--- src/faq_pkg.sv ---
// ----------------------------------------------------------------------------
// faq_pkg
// shared types, codes and defaults of the q24.8 fixed-point alu
// ----------------------------------------------------------------------------
package faq_pkg;

  // default number of fraction bits
  localparam int FRAC_BITS_DEF = 8;

  // quotient bits resolved per divider stage
  localparam int DIV_STEP_BITS = 4;

  typedef enum logic [4:0] {
    CMD_ADD        = 5'd0,
    CMD_SUB        = 5'd1,
    CMD_MUL        = 5'd2,
    CMD_DIV        = 5'd3,
    CMD_GT         = 5'd4,
    CMD_LT         = 5'd5,
    CMD_GE         = 5'd6,
    CMD_LE         = 5'd7,
    CMD_EQ         = 5'd8,
    CMD_NE         = 5'd9,
    CMD_MIN        = 5'd10,
    CMD_MAX        = 5'd11,
    CMD_INC        = 5'd12,
    CMD_DEC        = 5'd13,
    CMD_FROM_INT   = 5'd14,
    CMD_FROM_FLOAT = 5'd15,
    CMD_TO_INT     = 5'd16,
    CMD_TO_FLOAT   = 5'd17
  } cmd_t;

  typedef enum logic [1:0] {
    ST_OK   = 2'd0,
    ST_DIV0 = 2'd1,
    ST_SAT  = 2'd2
  } status_t;

  // result of the float to fixed unit
  typedef struct packed {
    logic [31:0] res;
    logic        sat;
  } ff_res_t;

endpackage

--- src/faq_f2x.sv ---
// ----------------------------------------------------------------------------
// faq_f2x
// three-stage ieee single to fixed conversion with saturation
// ----------------------------------------------------------------------------
module faq_f2x
  import faq_pkg::*;
#(
  parameter int FRAC_BITS = FRAC_BITS_DEF
) (
  input  logic        clk,
  input  logic        en,
  input  logic [31:0] bits_in,
  output ff_res_t     res
);

  // stage 1
  logic              neg1_r;
  logic              spec1_r;
  logic              nan1_r;
  logic [23:0]       man1_r;
  logic signed [9:0] sh1_r;
  // stage 2
  logic              neg2_r;
  logic              spec2_r;
  logic              nan2_r;
  logic [55:0]       mag2_r;
  // stage 3
  ff_res_t           res_r;

  logic [7:0]        ex;
  logic [55:0]       mag_nxt;
  logic [4:0]        n;

  assign ex = bits_in[30:23];

  // field decode and shift amount
  always_ff @(posedge clk) begin
    if (en) begin
      neg1_r  <= bits_in[31];
      spec1_r <= (ex == 8'hFF);
      nan1_r  <= (bits_in[22:0] != '0);
      if (ex == '0) begin
        man1_r <= {1'b0, bits_in[22:0]};
        sh1_r  <= -10'sd149 + 10'(FRAC_BITS);
      end else begin
        man1_r <= {1'b1, bits_in[22:0]};
        sh1_r  <= $signed({2'b00, ex}) - 10'sd150 + 10'(FRAC_BITS);
      end
    end
  end

  // scale with half away from zero rounding
  assign n = 5'(-sh1_r);

  always_comb begin
    if (sh1_r > 10'sd31) begin
      mag_nxt = 56'd1 << 40;
    end else if (sh1_r >= 10'sd0) begin
      mag_nxt = 56'(man1_r) << sh1_r[4:0];
    end else if (sh1_r <= -10'sd25) begin
      mag_nxt = '0;
    end else begin
      mag_nxt = (56'(man1_r) + (56'd1 << (n - 5'd1))) >> n;
    end
  end

  always_ff @(posedge clk) begin
    if (en) begin
      neg2_r  <= neg1_r;
      spec2_r <= spec1_r;
      nan2_r  <= nan1_r;
      mag2_r  <= mag_nxt;
    end
  end

  // saturation and sign
  always_ff @(posedge clk) begin
    if (en) begin
      if (spec2_r) begin
        res_r.sat <= 1'b1;
        res_r.res <= nan2_r ? '0 : (neg2_r ? 32'h8000_0000 : 32'h7FFF_FFFF);
      end else if (!neg2_r) begin
        res_r.sat <= (mag2_r > 56'h7FFF_FFFF);
        res_r.res <= (mag2_r > 56'h7FFF_FFFF) ? 32'h7FFF_FFFF : mag2_r[31:0];
      end else begin
        res_r.sat <= (mag2_r > 56'h8000_0000);
        res_r.res <= (mag2_r > 56'h8000_0000) ? 32'h8000_0000 : 32'(-mag2_r[31:0]);
      end
    end
  end

  assign res = res_r;

endmodule

--- config.mk ---
export PLATFORM = sky130hd
export DESIGN_NAME = faq_f2x
export DESIGN_NICKNAME = d
export VERILOG_FILES = /design/src/faq_pkg.sv /design/src/faq_f2x.sv
export SDC_FILE = /design/constraint.sdc
export NUM_CORES = 1
export LEC_CHECK = 0
export BUFFER_PORTS_ARGS = -buffer_cell sky130_fd_sc_hd__buf_2
export CORE_MARGIN = 1.5
export CORE_UTILIZATION = 25
export CTS_CLUSTER_DIAMETER = 50
export CTS_CLUSTER_SIZE = 14
export DETAILED_ROUTE_END_ITERATION = 7
export SKIP_CTS_REPAIR_TIMING = 1
export SLEW_MARGIN = 5
export SYNTH_ARGS = -nofsm -noshare
export SYNTH_HDL_FRONTEND = slang
export SYNTH_SLANG_ARGS = --single-unit
--- constraint.sdc ---
create_clock -name clk -period 8.6 [get_ports clk]
set_clock_uncertainty 0.1 [all_clocks]
set_input_delay 1.29 -clock clk [delete_from_list [all_inputs] [get_ports clk]]
set_output_delay 1.29 -clock clk [all_outputs]
set_load 0.05 [all_outputs]
==> results.md, run 1 <==
* Status: completed
* FMAX at 146 MHz
* Fill count at approximately 4.7k
* Drt drc at 0
* Ys flop type: edfxtp_1
* Via/cell ratio at approximately 5.5
* Avg Cell Area, Syn at 8.60 um^2
* VDD IR max at 0.114 mV
* Die width at ~210 um
* Total Wirelength at 37400 um
* I/O Pins at 67
* Core area at 0.0442 mm^2
* Crit path buf inv count at 3
* Critical Path AT at ~7000 ps
* Setup slack at placement at 1940 ps
* CP Capture Type: register
* Gr busiest metal: met2
* Commonest non-fill, non-tap cell in the layout: nand2_1
* DRT Pass-1 Iters at 5
* # rows at 77
* Most frequent cells in the layout: nand2_1, nor2_1, edfxtp_1
* Final setup fails at 0
* RSZ-0062 raised after global routing: no
* Period utilisation layout at roughly four fifths
* Clock latency on the worst-skew pair at 440 ps
* Vias in the first global route at roughly 9.8k
* Startpoint Class: register
* Grt total ovfl at 0
* Share of layout cells above drive strength 1 at about an eighth
* P_leak at 0.00461 uW
* CTS Buf Count at 17
* Post-synth cell types at 79
* Inst Count DP at 1886
* Min-delay worst type: reg -> reg
* H-tree depth at 4
* Starting Density at 25.3%
* Worst EP required at 8690 ps
* Gpl congestion at roughly 0.93
* CP max FO at 42
* M1 GR Usage at 22.4%
* Post-DRT Antenna Nets at 0
* CTS sink count at 128
* Post-synth EDFFs at 128
* Worst path max stage delay at 660 ps
* Crit path kind: reg -> reg
* Diodes inserted at 0
* Synth Net Count at 1368
* YS warnings at 0
* Final hold vios at 0
* Iter 0 DRT Violations at between 1k and 1.5k
* Port Buf Inserts at 66
* Setup tns final at 0 ps
* Async SR Flop Fraction at 0%
* Most common cell on crit path: a21oi_1
* Power per Cell Area at 185 mW/mm^2
* Worst-Margin Slew at roughly 960 ps
* TritonCTS clock tree: yes
* Initial antenna violation count at 1
* Sequential element share of the synthesized area at 34.3%
* Wirelength per Cell at 19.5 um
* GR Layer Usage met2 at roughly a quarter
* Clock tree buffer depth at 2
* Power Total at 2350 uW
* Total vias in the final route at 10.5k
* HPWL Detailed at roughly 29000 um
* Max Cap Viol at 0
* Die area at 0.0460 mm^2
* Finished Layout Cells at 1916
* Crit-path cells: buf_4 -> inv_1 -> ha_1 -> nand2b_1 -> a21o_1 -> a21oi_1 -> xnor2_1 -> or2_2 -> nor2_1 -> ha_1 -> inv_1 -> fa_1 -> nor2b_1 -> o2111ai_1 -> a21oi_1 -> o211ai_1 -> a311oi_1 -> nor4_1 -> a211oi_1 -> a21oi_1 -> mux2_2 -> a22o_1
* Area post-placement at ~0.012 mm^2
* GRT Util Overall at 16.0%
* Yosys reg bits at 128
* Fin worst setup slack at ~1800 ps
* Clk root buf: clkbuf_16
* Count of final max-slew check failures at 0
* Slowest CP cell: a21oi_1
* Final net count at approximately 1.4k
* Die height at 215 um
* Syn Inst Count at about 1.3k
* Global-route wire length before repair at 57900 um
* Worst-path clk slew at approximately 60 ps
* Largest delay share family, worst path: compound AO/OA/AOI/OAI gates
* Cell area after synthesis at 0.0112 mm^2
* Largest net degree at the start of global routing at 75
* Design area at 0.0127 mm^2
* Relative slew slack at between 30% and 40%
* Met3 Use GR at between 2 and 3%
* Synth-to-Final Area Change at 13.5%
* Min Clock Period, post-route at between 6000 and 7000 ps
## through the flow
| step | util (%) | hold WS [ps] |
|---|---|---|
| 6_report | 28.7 | 326 |
| 3_3_place_gp | 27.3 | 306 |
| 2_1_floorplan | - | 300 |
| 4_1_cts | 28.7 | 329 |
| 3_5_place_dp | 27.3 | 309 |
| 5_1_grt | 28.7 | 331 |
## routing by layer
layer	up-vias	share of wire (%)
met1	5044	46
met3	55	6.6
li1	5010	-
met5	-	0
met2	417	45
met4	0	2.5
## worst register-to-register path, cell delays in order (launching register included)
cell	delay (ps)
edfxtp_1	320
buf_4	410
inv_1	190
ha_1	310
nand2b_1	220
a21o_1	210
a21oi_1	160
xnor2_1	160
or2_2	360
nor2_1	120
ha_1	210
inv_1	70
fa_1	400
nor2b_1	170
o2111ai_1	250
a21oi_1	660
o211ai_1	250
a311oi_1	490
nor4_1	100
a211oi_1	570
a21oi_1	270
mux2_2	360
a22o_1	230
## synthesized netlist by cell type, drive strengths merged, types with 15 or more instances
master	number	share of area (%)
nand2	139	4.7
nor2	129	4.3
edfxtp	128	34
o21ai	102	4.6
a21oi	101	4.5
clkbuf	76	2.5
nor3	50	2.4
nand3	39	1.7
mux2i	38	3.4
ha	32	3.6
a211oi	26	1.8
and2	26	1.5
nand2b	23	1.3
inv	21	0.70
mux4	21	4.2
o211ai	21	1.4
mux2	20	2.0
xnor2	20	1.6
nor4	18	1.0
or3	17	1.1
o22ai	16	0.89
and3	15	0.84
## logic make-up after synthesis
logic type	count (synthesis)	synth area share [%]
xor gates and xnor gates	32	2.50
DFF	128	34.3
muxes	79	9.64
buffers and inverters	110	3.69
and+or+nand+nor	511	22.3
adders and majority gates	33	3.76
AOI/OAI and AO/OA	408	23.8
## path summary, 6_finish.rpt
| path | start | end | slack [ps] | depth (start not counted) |
|---|---|---|---|---|
| worst max-delay path | sh1_r[1] | mag2_r[23] | 1770 | 22 |
| worst min-delay path | spec1_r | spec2_r | 330 | 0 |
| worst max register to register | sh1_r[1] | mag2_r[23] | 1770 | 22 |
| worst min register to register | spec1_r | spec2_r | 330 | 0 |
## report_power, final
group / switching [uW] / internal [uW] / total [uW]
clock: 263 / 540 / 803
combinational: 511 / 259 / 770
sequential: 41.2 / 736 / 777
## final cells by class
class	count	area, um^2	share of cell area [%]
multi-input cells	1063	6940	54.6
flip-flops and latches	128	3840	30.3
repair buffers	82	453	3.56
clock buffers	20	437	3.44
well taps	592	741	5.83
clock inverters	10	210	1.65
inverters	21	78.8	0.620
## registers in the layout (all words and copies together) (netlist names)
| register | count |
|---|---|
| sh1_r | 10 |
| mag2_r | 55 |
| nan2_r | 1 |
| spec1_r | 1 |
| spec2_r | 1 |
| man1_r | 24 |
| nan1_r | 1 |
| res | 33 |
| neg2_r | 1 |
| neg1_r | 1 |
No activity file was read; power rests on OpenSTA's default activity.
==> run 2: changes to the inputs <==
==> constraint.sdc (replaced) <==
create_clock -name clk -period 6.22 [get_ports clk]
set_clock_uncertainty 0.1 [all_clocks]
set_input_delay 0.933 -clock clk [delete_from_list [all_inputs] [get_ports clk]]
set_output_delay 0.933 -clock clk [all_outputs]
set_load 0.05 [all_outputs]
==> results.md, run 2 (synthesis gave the netlist of run 1 again) <==
* Status: completed (unchanged)
* H-tree depth at 4 (unchanged)
* VDD IR max at 0.136 mV (was 0.114 mV)
* Iter 0 DRT Violations at 1117 (was 1047)
* TritonCTS clock tree: yes (unchanged)
* CP Capture Type: register (unchanged)
* Post-DRT Antenna Nets at 0 (unchanged)
* Met3 Use GR at 3.70% (was 2.58%)
* GRT Util Overall at 16.1% (was 16.0%)
* Sequential cell area at 0.00384 mm^2 (unchanged)
* # rows at 77 (unchanged)
* Worst EP required at 6390 ps (was 8690 ps)
* Most common cell on crit path: buf_4 (was a21oi_1)
* Setup slack at placement at 412 ps (was 1940 ps)
* Biggest regs: mag2_r (55), res (33), man1_r (24) (unchanged)
* Vias in the first global route at 9780 (was 9770)
* Crit path buf inv count at 5 (was 3)
* R2R Path Start: sh1_r[0] (was sh1_r[1])
* Clock tree buffer depth at 2 (unchanged)
* Fin worst setup slack at 388 ps (was 1770 ps)
* Slowest CP cell: or4_1 (was a21oi_1)
* Largest net degree at the start of global routing at 73 (was 75)
* Crit-path cells: inv_1 -> buf_4 -> ha_1 -> buf_4 -> nand2_1 -> or3_1 -> inv_1 -> ha_1 -> a211oi_1 -> o211ai_1 -> a211oi_2 -> buf_4 -> o21bai_1 -> a221o_1 -> mux2_2 -> o31ai_2 -> o22ai_1 -> or4_1 -> a31oi_1 (was buf_4 -> inv_1 -> ha_1 -> nand2b_1 -> a21o_1 -> a21oi_1 -> xnor2_1 -> or2_2 -> nor2_1 -> ha_1 -> inv_1 -> fa_1 -> nor2b_1 -> o2111ai_1 -> a21oi_1 -> o211ai_1 -> a311oi_1 -> nor4_1 -> a211oi_1 -> a21oi_1 -> mux2_2 -> a22o_1)
* Power per Cell Area at 250 mW/mm^2 (was 185 mW/mm^2)
* Synth-to-Final Area Change at 14.3% (was 13.5%)
* Worst-path clk slew at 60 ps (about the same)
* Via/cell ratio at 5.49 (about the same)
* Max Cap Viol at 0 (unchanged)
* Core area at 0.0442 mm^2 (unchanged)
* FMAX at 171 MHz (was 146 MHz)
* CP max FO at 37 (was 42)
* Diodes inserted at 0 (unchanged)
* Drt drc at 0 (unchanged)
* I/O Pins at 67 (unchanged)
* Min-delay worst type: reg -> reg (unchanged)
* Gpl congestion at 1.01 (was 0.929)
* Setup tns final at 0 ps (unchanged)
* Final hold vios at 0 (unchanged)
* Die area at 0.0460 mm^2 (unchanged)
* Grt total ovfl at 0 (unchanged)
* Largest register by flop count: mag2_r (unchanged)
* Final net count at 1396 (was 1380)
* Clk root buf: clkbuf_16 (unchanged)
* Multi-input logic area at 0.00696 mm^2 (was 0.00694 mm^2)
* Commonest non-fill, non-tap cell in the layout: nand2_1 (unchanged)
* Crit path kind: reg -> reg (unchanged)
* CTS Buf Count at 17 (unchanged)
* Largest delay share family, worst path: compound AO/OA/AOI/OAI gates (unchanged)
* M1 GR Usage at 22.3% (was 22.4%)
* GR Layer Usage met2 at 24.5% (was 25.1%)
* Port Buf Inserts at 66 (unchanged)
* Worst-Margin Slew at 987 ps (was 960 ps)
* Total Wirelength at 37800 um (was 37400 um)
* HPWL Detailed at 29300 um (was 28700 um)
* Wirelength per Cell at 19.6 um (was 19.5 um)
* Die width at 215 um (unchanged)
* Initial antenna violation count at 0 (was 1)
* Worst Setup SP: sh1_r[0] (was sh1_r[1])
* Critical Path AT at 6000 ps (was 6920 ps)
* Most frequent cells in the layout: nand2_1, nor2_1, edfxtp_1 (unchanged)
* Count of final max-slew check failures at 0 (unchanged)
* Fill count at 4670 (was 4682)
* Max reg flops at 55 (unchanged)
* CTS sink count at 128 (unchanged)
* P_leak at 0.00467 uW (was 0.00461 uW)
* RSZ-0062 raised after global routing: no (unchanged)
* Global-route wire length before repair at 58300 um (was 57900 um)
* Die height at 215 um (unchanged)
* Clock latency on the worst-skew pair at 440 ps (about the same)
* Total vias in the final route at 10.6k (was 10.5k)
* Period utilisation layout at 93.8% (was 79.4%)
* Min Clock Period, post-route at 5830 ps (was 6830 ps)
* Relative slew slack at 34.0% (was 35.8%)
* Min-delay src: nan1_r (was spec1_r)
* Startpoint Class: register (unchanged)
* Gr busiest metal: met2 (unchanged)
* Share of layout cells above drive strength 1 at 14.8% (was 13.4%)
* Worst path max stage delay at 520 ps (was 660 ps)
* Starting Density at 25.3% (unchanged)
* Final setup fails at 0 (unchanged)
* DRT Pass-1 Iters at 5 (unchanged)
[run 2: cell types whose count changed in the layout (fill, tap and decap cells not counted), sizes merged]
| cell | previous run | this run |
|---|---|---|
| buf | 82 | 98 |
| bufinv | 6 | 3 |
| clkbuf | 20 | 18 |
| clkinv | 2 | 9 |
[run 2: worst paths after layout]
check	to	slack (ps)	cells after the start
min reg2reg	nan2_r	310	0
min	nan2_r	310	0
max reg2reg	mag2_r[9]	390	19
max	mag2_r[9]	390	19
[run 2: report_power, final]
part / internal (uW) / leakage, uW / switching, uW
clock: 628 / 0.000291 / 401
sequential: 1020 / 0.00131 / 57.6
combinational: 371 / 0.00307 / 716
total: 2020 / 0.00467 / 1170
[run 2: layout make-up]
cell class                      count  share of cell area (%)
Multi-Input combinational cell   1063                    54.4
Sequential cell                   128                    30.1
Tap cell                          592                    5.79
Timing Repair Buffer               98                    4.48
Clock buffer                       18                    3.36
Clock inverter                     14                    1.29
Inverter                           21                   0.616
[run 2: routing by layer]
metal  share of wire, %  vias to the layer above  routed length [um]
li1                   -                     5042                   -
met1                 44                     4981               16800
met2                 44                      538               16600
met3                9.0                       56                3410
met4                2.8                        0                1080
met5                  0                        -                   0
[run 2: stage by stage]
stage | area, um^2 | hold WS [ps] | utilization [%] | instances | power [uW]
2_1_floorplan | 11200 | 300 | - | 1301 | 1810
3_3_place_gp | 12200 | 310 | 27.6 | 1902 | 2150
3_5_place_dp | 12200 | 310 | 27.6 | 1902 | 2150
4_1_cts | 12800 | 320 | 28.9 | 1934 | 3180
5_1_grt | 12800 | 328 | 28.9 | 1934 | 3330
6_report | 12800 | 314 | 28.9 | 1934 | 3190
==> run 3: changes to the inputs <==
--- a/config.mk
+++ b/config.mk
@@ -5,6 +5,7 @@
 export SDC_FILE = /design/constraint.sdc
 export NUM_CORES = 1
 export LEC_CHECK = 0
+export ABC_AREA = 1
 export BUFFER_PORTS_ARGS = -buffer_cell sky130_fd_sc_hd__buf_2
 export CORE_MARGIN = 1.5
 export CORE_UTILIZATION = 25
==> results.md, run 3 <==
* CP Capture Type: register (unchanged)
* Cell area after synthesis at 0.0112 mm^2 (about the same)
* CTS Buf Count at 17 (unchanged)
* Clk root buf: clkbuf_16 (unchanged)
* GRT Util Overall at 15.5% (was 16.1%)
* Critical Path AT at 5550 ps (was 6000 ps)
* Min-delay worst type: reg -> reg (unchanged)
* Port Buf Inserts at 66 (unchanged)
* Initial antenna violation count at 0 (unchanged)
* WHS at 324 ps (was 314 ps)
* Crit path kind: reg -> reg (unchanged)
* Max Cap Viol at 0 (unchanged)
* Power Total at 2950 uW (was 3190 uW)
* Gpl congestion at 0.946 (was 1.01)
* Final setup fails at 0 (unchanged)
* Fin util at 28.5% (was 28.9%)
* DRT Pass-1 Iters at 5 (unchanged)
* Total vias in the final route at 11.2k (was 10.6k)
* Global-route wire length before repair at 56800 um (was 58300 um)
* Final hold vios at 0 (unchanged)
* Biggest regs: mag2_r (55), res (33), man1_r (24) (unchanged)
* Slowest CP cell: fa_1 (was or4_1)
* Most common cell in the synthesized netlist: nand2_1 (unchanged)
* P_leak at 0.00557 uW (was 0.00467 uW)
* CTS sink count at 128 (unchanged)
* Synth-to-Final Area Change at 12.7% (was 14.3%)
* Total Wirelength at 35700 um (was 37800 um)
* Crit-path cells: inv_2 -> buf_4 -> nand3_2 -> nand2_2 -> nand2_1 -> nand2_1 -> nand2_1 -> nor2_1 -> ha_1 -> inv_1 -> fa_1 -> o21ai_1 -> nand2_1 -> nand2_1 -> nand3_1 -> nand3_1 -> nor2_1 -> o21ai_0 -> nand3_1 -> nand3_1 -> nand3_1 -> nand3_1 -> nand2_1 -> a21oi_1 (was inv_1 -> buf_4 -> ha_1 -> buf_4 -> nand2_1 -> or3_1 -> inv_1 -> ha_1 -> a211oi_1 -> o211ai_1 -> a211oi_2 -> buf_4 -> o21bai_1 -> a221o_1 -> mux2_2 -> o31ai_2 -> o22ai_1 -> or4_1 -> a31oi_1)
* Sequential element share of the synthesized area at 34.4% (was 34.3%)
* Largest net degree at the start of global routing at 61 (was 73)
* FMAX at 186 MHz (was 171 MHz)
* Min-delay src: nan1_r (unchanged)
* R2R Path Start: sh1_r[0] (unchanged)
* Diodes inserted at 0 (unchanged)
* Iter 0 DRT Violations at 1126 (was 1117)
* Largest area contributor in the netlist: edfxtp_1 (unchanged)
* Power per Cell Area at 234 mW/mm^2 (was 250 mW/mm^2)
* Worst-Margin Slew at 1020 ps (was 987 ps)
* Most frequent cells in the layout: nand2_1, nand3_1, inv_1 (was nand2_1, nor2_1, edfxtp_1)
* Grt total ovfl at 0 (unchanged)
* Max reg flops at 55 (unchanged)
* Die area at 0.0460 mm^2 (about the same)
* Relative slew slack at 31.8% (was 34.0%)
* # rows at 77 (unchanged)
* Post-synth EDFFs at 128 (unchanged)
* Sequential cell area at 0.00384 mm^2 (unchanged)
* Fill count at 4933 (was 4670)
* Clock tree buffer depth at 2 (unchanged)
* Worst EP required at 6390 ps (about the same)
* I/O Pins at 67 (unchanged)
* Final net count at 1753 (was 1396)
* Post-synth cell types at 46 (was 79)
* Vias in the first global route at 10.3k (was 9780)
* Most area-consuming cells after synthesis: edfxtp_1, nand2_1, nand3_1 (was edfxtp_1, nand2_1, a21oi_1)
* VDD IR max at 0.187 mV (was 0.136 mV)
* Period utilisation layout at 86.5% (was 93.8%)
* Async SR Flop Fraction at 0% (unchanged)
* Setup tns final at 0 ps (unchanged)
* Syn Inst Count at 1660 (was 1301)
* Die width at 214 um (was 215 um)
* Die height at 214 um (was 215 um)
* Worst-path clk slew at 60 ps (about the same)
* Share of layout cells above drive strength 1 at 8.37% (was 14.8%)
* Clock latency on the worst-skew pair at 440 ps (about the same)
* Multi-input logic area at 0.00645 mm^2 (was 0.00696 mm^2)
* Via/cell ratio at 4.90 (was 5.49)
* Post-synth top cells: nand2_1, nand3_1, inv_1, nor2_1, edfxtp_1 (was nand2_1, nor2_1, edfxtp_1, a21oi_1, o21ai_0)
* Drt drc at 0 (unchanged)
* Status: completed (unchanged)
* Core area at 0.0441 mm^2 (was 0.0442 mm^2)
* Ys flop type: edfxtp_1 (unchanged)
* Startpoint Class: register (unchanged)
* Worst Setup SP: sh1_r[0] (unchanged)
* Worst path max stage delay at 440 ps (was 520 ps)
* Post-DRT Antenna Nets at 0 (unchanged)
* Avg Cell Area, Syn at 6.73 um^2 (was 8.60 um^2)
* HPWL Detailed at 28300 um (was 29300 um)
* Yosys top cell area share at 34.4% (was 34.3%)
* H-tree depth at 4 (unchanged)
* Synth Net Count at 1727 (was 1368)
* RSZ-0062 raised after global routing: no (unchanged)
* Largest register by flop count: mag2_r (unchanged)
* Finished Layout Cells at 2288 (was 1934)
* Commonest non-fill, non-tap cell in the layout: nand2_1 (unchanged)
* Count of final max-slew check failures at 0 (unchanged)
* Starting Density at 25.3% (about the same)
* TritonCTS clock tree: yes (unchanged)
* Min Clock Period, post-route at 5380 ps (was 5830 ps)
* Wirelength per Cell at 15.6 um (was 19.6 um)
* YS warnings at 0 (unchanged)
* Yosys reg bits at 128 (unchanged)
* Inst Count DP at 2259 (was 1902)
* CP max FO at 41 (was 37)
## run 3: per-stage QoR
| step | cell area (um^2) | worst slack, ps |
|---|---|---|
| 2_1_floorplan | 11200 | 1160 |
| 3_3_place_gp | 12100 | 1020 |
| 3_5_place_dp | 12100 | 919 |
| 4_1_cts | 12600 | 932 |
| 5_1_grt | 12600 | 317 |
| 6_report | 12600 | 838 |
## run 3: power by group
part           internal (uW)  switching, uW  leakage, uW
clock network            535            363     0.000245
registers               1020           61.1      0.00131
logic                    271            696      0.00401
total                   1830           1120      0.00557
## run 3: final timing paths
check,endpoint,slack (ps),depth (start not counted)
worst max-delay path,mag2_r[6],840,24
worst min-delay path,nan2_r,320,0
worst max register to register,mag2_r[6],840,24
worst min register to register,nan2_r,320,0
## run 3: cell type report
cell class                 instances  area share [%]
timing repair buffer              85            3.78
multi-input combinational       1307            51.3
tap                              592            5.88
sequential                       128            30.5
inverter                         147            4.38
clock buffer                      17            3.38
clock inverter                    12           0.785
## run 3: metal layers
| metal | global-route usage [%] | wire length [um] | up-vias | part of all wire [%] |
|---|---|---|---|---|
| met5 | 0 | 0 | - | 0 |
| met4 | 5.52 | 1040 | 0 | 2.9 |
| met3 | 2.43 | 2170 | 65 | 6.1 |
| met2 | 23.6 | 15300 | 414 | 43 |
| met1 | 22.3 | 17200 | 5090 | 48 |
| li1 | - | - | 5634 | - |
## run 3: logic make-up after synthesis
kind of cell	share of synthesized area, %
fa+ha+maj	3.76
xor+xnor	3.69
mux	0.627
compound gates	12.1
simple gates	37.6
buf+inv	7.82
flops	34.4
## run 3: critical path, delay by kind of cell, from the launching register on
kind                     cells  cell delay [ps]
flip-flops                   1              400
buffers and inverters        3              780
AO/OA/AOI/OAI                3              810
adder cells (fa/ha/maj)      2              660
AND/OR/NAND/NOR             16             2440
